--- config.mk ---
export PLATFORM = sky130hd
export DESIGN_NAME = keyboard_matrix_scan_interrupt_flat
export DESIGN_NICKNAME = d
export VERILOG_FILES = /design/src/rtl/core/kmsi_pkg.sv /design/src/rtl/core/kmsi_item_if.sv /design/src/rtl/core/kmsi_result_if.sv /design/src/rtl/core/kmsi_in_stage.sv /design/src/rtl/core/kmsi_engine.sv /design/src/rtl/core/keyboard_matrix_scan_interrupt.sv /design/src/flat_wrapper.sv
export SDC_FILE = /design/constraint.sdc
export NUM_CORES = 1
export LEC_CHECK = 0
export BUFFER_PORTS_ARGS = -buffer_cell sky130_fd_sc_hd__buf_2
export CAP_MARGIN = 25
export CORE_AREA = 5 5 94 161
export DETAILED_ROUTE_END_ITERATION = 10
export DIE_AREA = 0 0 99 166
export MAX_ROUTING_LAYER = met4
export PLACE_DENSITY = 0.8
export SLEW_MARGIN = 20
export SYNTH_ARGS = -nofsm -noshare
export SYNTH_HDL_FRONTEND = slang
export SYNTH_HIERARCHICAL = 1
export SYNTH_SLANG_ARGS = --single-unit
--- constraint.sdc ---
create_clock -name clk -period 2.61 [get_ports clk]
set_input_delay 0.1305 -clock clk [delete_from_list [all_inputs] [get_ports clk]]
set_output_delay 0.1305 -clock clk [all_outputs]
set_load 0.01 [all_outputs]
--- src/rtl/core/kmsi_pkg.sv ---
// Package for the keyboard matrix scan and interrupt block.
// Holds the matrix size, key codes and the beat types that the stages, the top level and the bench share.
package kmsi_pkg;

    localparam int ROW_COUNT = 4;

    localparam logic [15:0] ON_KEY_MASK = 16'h8000;

    localparam logic KIND_KEY  = 1'b0;
    localparam logic KIND_SCAN = 1'b1;

    typedef struct packed {
        logic        kind;
        logic        key_pressed;
        logic [3:0]  key_row;
        logic [15:0] key_columns;
        logic [11:0] out_lines;
        logic        direct_read;
        logic        clear_in_state;
        logic        cpu_sleeping;
        logic        kbd_int_enable;
        logic        int_allowed;
        logic        machine_running;
    } kmsi_item_t;

    typedef struct packed {
        logic [15:0] in_register;
        logic        interrupt_request;
        logic        wake_request;
        logic        int_pending;
    } kmsi_result_t;

endpackage

--- src/rtl/core/kmsi_item_if.sv ---
// Channel that carries key events and scan requests into the block.
// Stands alone; the payload fields match kmsi_pkg::kmsi_item_t.
interface kmsi_item_if;

    logic        valid;
    logic        ready;
    logic        kind;
    logic        key_pressed;
    logic [3:0]  key_row;
    logic [15:0] key_columns;
    logic [11:0] out_lines;
    logic        direct_read;
    logic        clear_in_state;
    logic        cpu_sleeping;
    logic        kbd_int_enable;
    logic        int_allowed;
    logic        machine_running;

    modport source (
        output valid, kind, key_pressed, key_row, key_columns, out_lines, direct_read,
               clear_in_state, cpu_sleeping, kbd_int_enable, int_allowed, machine_running,
        input  ready
    );

    modport sink (
        input  valid, kind, key_pressed, key_row, key_columns, out_lines, direct_read,
               clear_in_state, cpu_sleeping, kbd_int_enable, int_allowed, machine_running,
        output ready
    );

endinterface

--- src/rtl/core/kmsi_result_if.sv ---
// Channel that carries one result beat per accepted item out of the block.
// Stands alone; the payload fields match kmsi_pkg::kmsi_result_t.
interface kmsi_result_if;

    logic        valid;
    logic        ready;
    logic [15:0] in_register;
    logic        interrupt_request;
    logic        wake_request;
    logic        int_pending;

    modport source (
        output valid, in_register, interrupt_request, wake_request, int_pending,
        input  ready
    );

    modport sink (
        input  valid, in_register, interrupt_request, wake_request, int_pending,
        output ready
    );

endinterface

--- src/rtl/core/kmsi_in_stage.sv ---
// Input register of the keyboard block: captures one item beat per cycle while it is empty or advancing.
// Depends on kmsi_pkg and kmsi_item_if.
module kmsi_in_stage (
    input  logic                clk,
    input  logic                rst_n,
    kmsi_item_if.sink           item,
    input  logic                advance,
    output logic                stage_valid,
    output kmsi_pkg::kmsi_item_t stage_item
);

    logic                 valid_reg;
    logic                 valid_next;
    kmsi_pkg::kmsi_item_t item_reg;
    logic                 take;

    assign item.ready = !valid_reg || advance;
    assign take       = item.valid && item.ready;
    assign valid_next = take ? 1'b1 : (advance ? 1'b0 : valid_reg);

    always_ff @(posedge clk or negedge rst_n)
    begin
        if (!rst_n)
        begin
            valid_reg <= 1'b0;
        end
        else
        begin
            valid_reg <= valid_next;
        end
    end

    always_ff @(posedge clk)
    begin
        if (take)
        begin
            item_reg.kind            <= item.kind;
            item_reg.key_pressed     <= item.key_pressed;
            item_reg.key_row         <= item.key_row;
            item_reg.key_columns     <= item.key_columns;
            item_reg.out_lines       <= item.out_lines;
            item_reg.direct_read     <= item.direct_read;
            item_reg.clear_in_state  <= item.clear_in_state;
            item_reg.cpu_sleeping    <= item.cpu_sleeping;
            item_reg.kbd_int_enable  <= item.kbd_int_enable;
            item_reg.int_allowed     <= item.int_allowed;
            item_reg.machine_running <= item.machine_running;
        end
    end

    assign stage_valid = valid_reg;
    assign stage_item  = item_reg;

endmodule

--- src/rtl/core/kmsi_engine.sv ---
// Key matrix state and scan logic: row masks, ON flag, IN register, pending flag.
// Computes one result from the staged item and commits the state when it advances.
// Depends on kmsi_pkg.
module kmsi_engine (
    input  logic                  clk,
    input  logic                  rst_n,
    input  logic                  advance,
    input  kmsi_pkg::kmsi_item_t  cur,
    output kmsi_pkg::kmsi_result_t res
);

    logic [15:0] rows_reg [kmsi_pkg::ROW_COUNT];
    logic [15:0] rows_next [kmsi_pkg::ROW_COUNT];
    logic        on_reg;
    logic        on_next;
    logic [15:0] in_reg;
    logic [15:0] in_next;
    logic        pending_reg;
    logic        pending_next;

    logic        key_ok;
    logic        row_ok;
    logic        scan_en;
    logic        is_scan;
    logic        active;
    logic        edge_hit;
    logic        req;
    logic        irq;
    logic        wake;
    logic [15:0] gathered;

    always_comb
    begin
        is_scan = (cur.kind == kmsi_pkg::KIND_SCAN);
        key_ok  = (cur.kind == kmsi_pkg::KIND_KEY) && cur.machine_running;
        row_ok  = cur.key_row < 4'(kmsi_pkg::ROW_COUNT);
        scan_en = is_scan || (key_ok && row_ok);

        on_next = on_reg;
        for (int r = 0; r < kmsi_pkg::ROW_COUNT; r++)
        begin
            rows_next[r] = rows_reg[r];
        end
        if (key_ok)
        begin
            if ((cur.key_columns & kmsi_pkg::ON_KEY_MASK) != 16'h0)
            begin
                on_next = cur.key_pressed;
            end
            for (int r = 0; r < kmsi_pkg::ROW_COUNT; r++)
            begin
                if (cur.key_row == 4'(r))
                begin
                    rows_next[r] = cur.key_pressed ? (rows_reg[r] | cur.key_columns)
                                                   : (rows_reg[r] & ~cur.key_columns);
                end
            end
        end

        gathered = 16'h0;
        for (int r = 0; r < kmsi_pkg::ROW_COUNT; r++)
        begin
            if (cur.out_lines[r])
            begin
                gathered = gathered | rows_next[r];
            end
        end
        if ((cur.out_lines != 12'h0) && on_next)
        begin
            gathered = gathered | kmsi_pkg::ON_KEY_MASK;
        end

        active   = (is_scan && cur.direct_read) || cur.cpu_sleeping || on_next
                   || cur.kbd_int_enable;
        edge_hit = ((gathered != 16'h0) && (in_reg == 16'h0))
                   || (is_scan && cur.clear_in_state);
        req      = ((edge_hit && cur.kbd_int_enable) || ((in_reg == 16'h0) && on_next))
                   && cur.int_allowed;

        in_next      = in_reg;
        pending_next = pending_reg;
        irq          = 1'b0;
        wake         = 1'b0;
        if (scan_en)
        begin
            if (!active)
            begin
                in_next = in_reg & ~kmsi_pkg::ON_KEY_MASK;
            end
            else
            begin
                in_next = gathered;
                if (gathered != 16'h0)
                begin
                    pending_next = pending_reg || (edge_hit && !cur.kbd_int_enable);
                    irq          = req;
                    wake         = cur.cpu_sleeping;
                end
                else
                begin
                    pending_next = 1'b0;
                end
            end
        end

        res.in_register       = in_next;
        res.interrupt_request = irq;
        res.wake_request      = wake;
        res.int_pending       = pending_next;
    end

    always_ff @(posedge clk or negedge rst_n)
    begin
        if (!rst_n)
        begin
            for (int r = 0; r < kmsi_pkg::ROW_COUNT; r++)
            begin
                rows_reg[r] <= 16'h0;
            end
            on_reg      <= 1'b0;
            in_reg      <= 16'h0;
            pending_reg <= 1'b0;
        end
        else if (advance)
        begin
            for (int r = 0; r < kmsi_pkg::ROW_COUNT; r++)
            begin
                rows_reg[r] <= rows_next[r];
            end
            on_reg      <= on_next;
            in_reg      <= in_next;
            pending_reg <= pending_next;
        end
    end

endmodule

--- src/rtl/core/keyboard_matrix_scan_interrupt.sv ---
// Keyboard matrix scan and interrupt block, top level.
// An accepted item beat is held in kmsi_in_stage, then its result is registered in the output register.
// Throughput: one item per cycle while the result sink takes beats; kmsi_engine commits its state on each advance.
// Reset clears the row masks, the ON flag, the IN register, the pending flag and all valids.
// Depends on kmsi_pkg, kmsi_item_if, kmsi_result_if, kmsi_in_stage and kmsi_engine.
module keyboard_matrix_scan_interrupt (
    input  logic          clk,
    input  logic          rst_n,
    kmsi_item_if.sink     item,
    kmsi_result_if.source result
);

    logic                   stage_valid;
    kmsi_pkg::kmsi_item_t   stage_item;
    kmsi_pkg::kmsi_result_t res;
    kmsi_pkg::kmsi_result_t res_reg;
    logic                   out_valid_reg;
    logic                   out_valid_next;
    logic                   out_free;
    logic                   advance;

    assign out_free       = !out_valid_reg || result.ready;
    assign advance        = stage_valid && out_free;
    assign out_valid_next = advance ? 1'b1 : (result.ready ? 1'b0 : out_valid_reg);

    kmsi_in_stage u_in_stage (
        .clk         (clk),
        .rst_n       (rst_n),
        .item        (item),
        .advance     (advance),
        .stage_valid (stage_valid),
        .stage_item  (stage_item)
    );

    kmsi_engine u_engine (
        .clk     (clk),
        .rst_n   (rst_n),
        .advance (advance),
        .cur     (stage_item),
        .res     (res)
    );

    always_ff @(posedge clk or negedge rst_n)
    begin
        if (!rst_n)
        begin
            out_valid_reg <= 1'b0;
        end
        else
        begin
            out_valid_reg <= out_valid_next;
        end
    end

    always_ff @(posedge clk)
    begin
        if (advance)
        begin
            res_reg <= res;
        end
    end

    assign result.valid             = out_valid_reg;
    assign result.in_register       = res_reg.in_register;
    assign result.interrupt_request = res_reg.interrupt_request;
    assign result.wake_request      = res_reg.wake_request;
    assign result.int_pending       = res_reg.int_pending;

    a_irq_needs_keys: assert property (@(posedge clk) disable iff (!rst_n)
        (result.valid && result.interrupt_request) |-> (result.in_register != 16'h0))
        else $error("interrupt request with an empty IN register");

    a_wake_needs_keys: assert property (@(posedge clk) disable iff (!rst_n)
        (result.valid && result.wake_request) |-> (result.in_register != 16'h0))
        else $error("wake request with an empty IN register");

    a_advance_fills_output: assert property (@(posedge clk) disable iff (!rst_n)
        advance |=> out_valid_reg)
        else $error("advanced item did not reach the output register");

    a_full_stall_blocks_input: assert property (@(posedge clk) disable iff (!rst_n)
        (stage_valid && !out_free) |-> !item.ready)
        else $error("input accepted while the pipeline is full and stalled");

endmodule

--- src/flat_wrapper.sv ---
// flat-port wrapper written by rule: the top's interface ports become plain ports
module keyboard_matrix_scan_interrupt_flat 
  (clk, rst_n, item_valid, item_kind, item_key_pressed, item_key_row, item_key_columns, item_out_lines, item_direct_read, item_clear_in_state, item_cpu_sleeping, item_kbd_int_enable, item_int_allowed, item_machine_running, item_ready, result_valid, result_in_register, result_interrupt_request, result_wake_request, result_int_pending, result_ready);
  kmsi_item_if item_i ();
  kmsi_result_if result_i ();
  input  logic clk;
  input  logic rst_n;
  input wire logic [$bits(item_i.valid)-1:0] item_valid;
  input wire logic [$bits(item_i.kind)-1:0] item_kind;
  input wire logic [$bits(item_i.key_pressed)-1:0] item_key_pressed;
  input wire logic [$bits(item_i.key_row)-1:0] item_key_row;
  input wire logic [$bits(item_i.key_columns)-1:0] item_key_columns;
  input wire logic [$bits(item_i.out_lines)-1:0] item_out_lines;
  input wire logic [$bits(item_i.direct_read)-1:0] item_direct_read;
  input wire logic [$bits(item_i.clear_in_state)-1:0] item_clear_in_state;
  input wire logic [$bits(item_i.cpu_sleeping)-1:0] item_cpu_sleeping;
  input wire logic [$bits(item_i.kbd_int_enable)-1:0] item_kbd_int_enable;
  input wire logic [$bits(item_i.int_allowed)-1:0] item_int_allowed;
  input wire logic [$bits(item_i.machine_running)-1:0] item_machine_running;
  output wire logic [$bits(item_i.ready)-1:0] item_ready;
  output wire logic [$bits(result_i.valid)-1:0] result_valid;
  output wire logic [$bits(result_i.in_register)-1:0] result_in_register;
  output wire logic [$bits(result_i.interrupt_request)-1:0] result_interrupt_request;
  output wire logic [$bits(result_i.wake_request)-1:0] result_wake_request;
  output wire logic [$bits(result_i.int_pending)-1:0] result_int_pending;
  input wire logic [$bits(result_i.ready)-1:0] result_ready;
  assign item_i.valid = item_valid;
  assign item_i.kind = item_kind;
  assign item_i.key_pressed = item_key_pressed;
  assign item_i.key_row = item_key_row;
  assign item_i.key_columns = item_key_columns;
  assign item_i.out_lines = item_out_lines;
  assign item_i.direct_read = item_direct_read;
  assign item_i.clear_in_state = item_clear_in_state;
  assign item_i.cpu_sleeping = item_cpu_sleeping;
  assign item_i.kbd_int_enable = item_kbd_int_enable;
  assign item_i.int_allowed = item_int_allowed;
  assign item_i.machine_running = item_machine_running;
  assign item_ready = item_i.ready;
  assign result_valid = result_i.valid;
  assign result_in_register = result_i.in_register;
  assign result_interrupt_request = result_i.interrupt_request;
  assign result_wake_request = result_i.wake_request;
  assign result_int_pending = result_i.int_pending;
  assign result_i.ready = result_ready;
  keyboard_matrix_scan_interrupt u_core (.clk(clk), .rst_n(rst_n), .item(item_i), .result(result_i));
endmodule
==> reports/qor.yml <==
relSlewSlack_pct: 48.3
io_pins: 65
grt_use_total_pct: 25.3
clockRootBuffer: "clkbuf_16"
synth_fa_ha_area_share_pct: 0
drive_gt1_share_pct: 30.7
fin_crit_ns: 2.87
die_area_um2: 16400
syn-num-nets: 660
crit_start: "u_core/u_in_stage/stage_item[36]"
finalInstanceArea_um2: 9420
clock_sinks: 143
dpl.hpwl_um: 12900
totalWireLength_um: 20200
synth.avg_cell_area_um2: 11.6
cts_tree: "done"
grt_pass1_vias: 6324
grt_max_degree: 85
gp_congestion: 1.01
fillers: 950
ys_types: 46
synth_top_family_by_area: "compound AO/OA/AOI/OAI gates"
grt_setup_unrepaired: "true"
synthDominantCellAreaShare_pct: 29.3
critPathKind: "register to register"
core.rowCount: 57
r2r_cells: 10
cts.path.max_buffers: 2
drt-initial-drc-count: 793
syn_inst: 616
cp-end-kind: "register"
synth_area_um2: 7170
crit_path_start_kind: "register"
timing.final.crit_share_pct: 110
cp.arrival_ns: 3.03
utilization_pct: 68.5
worstPathRequired_ns: 2.78
synth_seq_cells: 143
die_y_um: 166
hold_viol: 0
dpl-instance-area_um2: 8080
fmax_mhz: 349
grt_first_pass_wirelength_um: 31800
diodes: 0
synth-simple-area-share_pct: 13.6
drv_slew: 0
cap_violations: 0
synth-compound-area-share_pct: 15.3
power_leakage_nw: 3.87
ys_warn_count: 6
ys_seq_area_share_pct: 54.0
portBuffers: 64
p_per_area_nw_per_um2: 718
via_per_inst: 6.36
initial_core_util_pct: 52.1
synthXorXnorAreaFrac_pct: 0
r2r-end: "u_core/result.int_pending"
dr.pass1.iters: 6
drc: 0
h-tree-depth: 4
clkSlewWorstSetupHoldPaths_ns: 0.06
antenna_found_initial: 0
syn2layout_area_growth_pct: 31.4
final_nets: 815
yosys-mux-area-fraction_pct: 13.8
status: "finished with violations"
worst_hold_path_type: "primary input to async pin"
overflow: 0
core-area_um2: 13800
setup_viol: 6
vdd_drop_max_mv: 0.491
synth.largest_area_cell: "dfrtp_1"
ant_nets: 0
r2r_start: "u_core/u_in_stage/stage_item[36]"
vias: 6114
skew_ns: 0.00952
reg2reg_setup_slack_ns: -0.26
cts_buffers: 17
dieWidth_um: 99
worstSkewPairLatency_ns: 0.42
failed_checks: "negative setup slack"
tightest_slew_ns: 0.776
finalSetupTns_ns: -1.18
fin_ws_ns: -0.257
crit_path_max_fanout: 11
synthTopCellsByArea: "dfrtp_1, edfxtp_1, mux2_1, o31a_1, mux2_2"
wl_per_cell_um: 21.1
largest_reg_flops: 64
==> critical path: stages (launching register included) <==
cell and delay (ns):
edfxtp_1 0.40, buf_6 0.15, or4b_4 0.58, buf_8 0.19, o211ai_1 0.20, o31a_1 0.16
and4_1 0.25, nand4_1 0.19, nor3_2 0.24, buf_4 0.17, a31oi_1 0.08
==> worst max path at each step <==
stage / to / slack (ns) / cells after the start
after floorplan: u_core/result.int_pending / 0.003 / 9
after global placement: u_core/result.int_pending / -0.15 / 10
after detailed placement: u_core/result.int_pending / -0.22 / 8
after CTS: u_core/result.int_pending / -0.21 / 10
after global routing: u_core/result.int_pending / -0.30 / 9
final: u_core/result.int_pending / -0.26 / 10
==> power breakdown <==
part           switching (mW)  internal [mW]
clock network           0.953           1.70
registers               0.203           2.68
logic                   0.643          0.597
total                    1.80           4.97
==> layout by cell type (no fill, tap or decap), drive strengths merged, types with 5 or more instances in the layout <==
| master | instances |
|---|---|
| dlygate4sd3 | 43 |
| clkinv | 5 |
| a21oi | 22 |
| edfxtp | 59 |
| mux2 | 87 |
| nor4 | 9 |
| nand2 | 69 |
| dfrtp | 84 |
| nand3b | 16 |
| bufinv | 5 |
| o21ai | 10 |
| and4 | 11 |
| o31a | 44 |
| clkbuf | 19 |
| and2 | 14 |
| nand3 | 13 |
| nor2 | 33 |
| buf | 145 |
| a21boi | 9 |
| o211ai | 48 |
==> repair_timing <==
action,CTS,global route
cloned,0,1
pin swaps,10,11
hold endpoints to repair,126,0
endpoints found under the setup margin,5,22
hold buffers,43,0
buffers inserted,7,5
gates resized for setup,12,23
==> routing by layer <==
layer | up-vias | routed length (µm) | GRT usage (%)
li1 | 2656 | - | -
met1 | 3001 | 7250 | 27.4
met2 | 354 | 10600 | 42.4
met3 | 103 | 1350 | 5.09
met4 | 0 | 1080 | 14.3
met5 | - | 0 | -
==> metrics by stage <==
step | worst slack [ns] | power (mW) | hold WS, ns | instances
finish | -0.257 | 6.77 | 0.390 | 961
global route | -0.295 | 7.01 | 0.406 | 961
CTS | -0.214 | 6.71 | 0.402 | 956
detailed placement | -0.225 | 3.99 | 0.309 | 874
global placement | -0.150 | 3.92 | 0.307 | 874
floorplan | 0.00309 | 3.51 | -0.165 | 616
==> cell families after synthesis <==
| kind of cell | Yosys count |
|---|---|
| mux | 88 |
| compound gates | 147 |
| flops | 143 |
| buf+inv | 54 |
| simple gates | 184 |
==> cell usage after synthesis (all sizes together) <==
library cell / number
mux2: 87
dfrtp: 84
nand2: 69
edfxtp: 59
o211ai: 48
o31a: 44
clkbuf: 38
nor2: 33
a21oi: 22
nand3b: 16
buf: 15
and2: 14
nand3: 13
and4: 11
o21ai: 10
a21boi: 9
nor4: 9
nand2b: 4
nand4: 4
o31ai: 4
a2111oi: 3
and3b: 3
a31oi: 2
nor4b: 2
or4b: 2
a211oi: 1
a222oi: 1
a22o: 1
a31o: 1
a41oi: 1
inv: 1
mux2i: 1
nand4bb: 1
nor2b: 1
nor3: 1
or4: 1
==> cell type report <==
cell class / count / area (µm²) / area share [%]
repair buffers: 189 / 1450 / 15.4
clock buffers: 18 / 429 / 4.55
flip-flops and latches: 143 / 3870 / 41.1
inverters: 1 / 3.75 / 0.0398
clock inverters: 14 / 214 / 2.27
multi-input cells: 419 / 3230 / 34.3
well taps: 177 / 221 / 2.35
No activity file was read; power rests on OpenSTA's default activity.
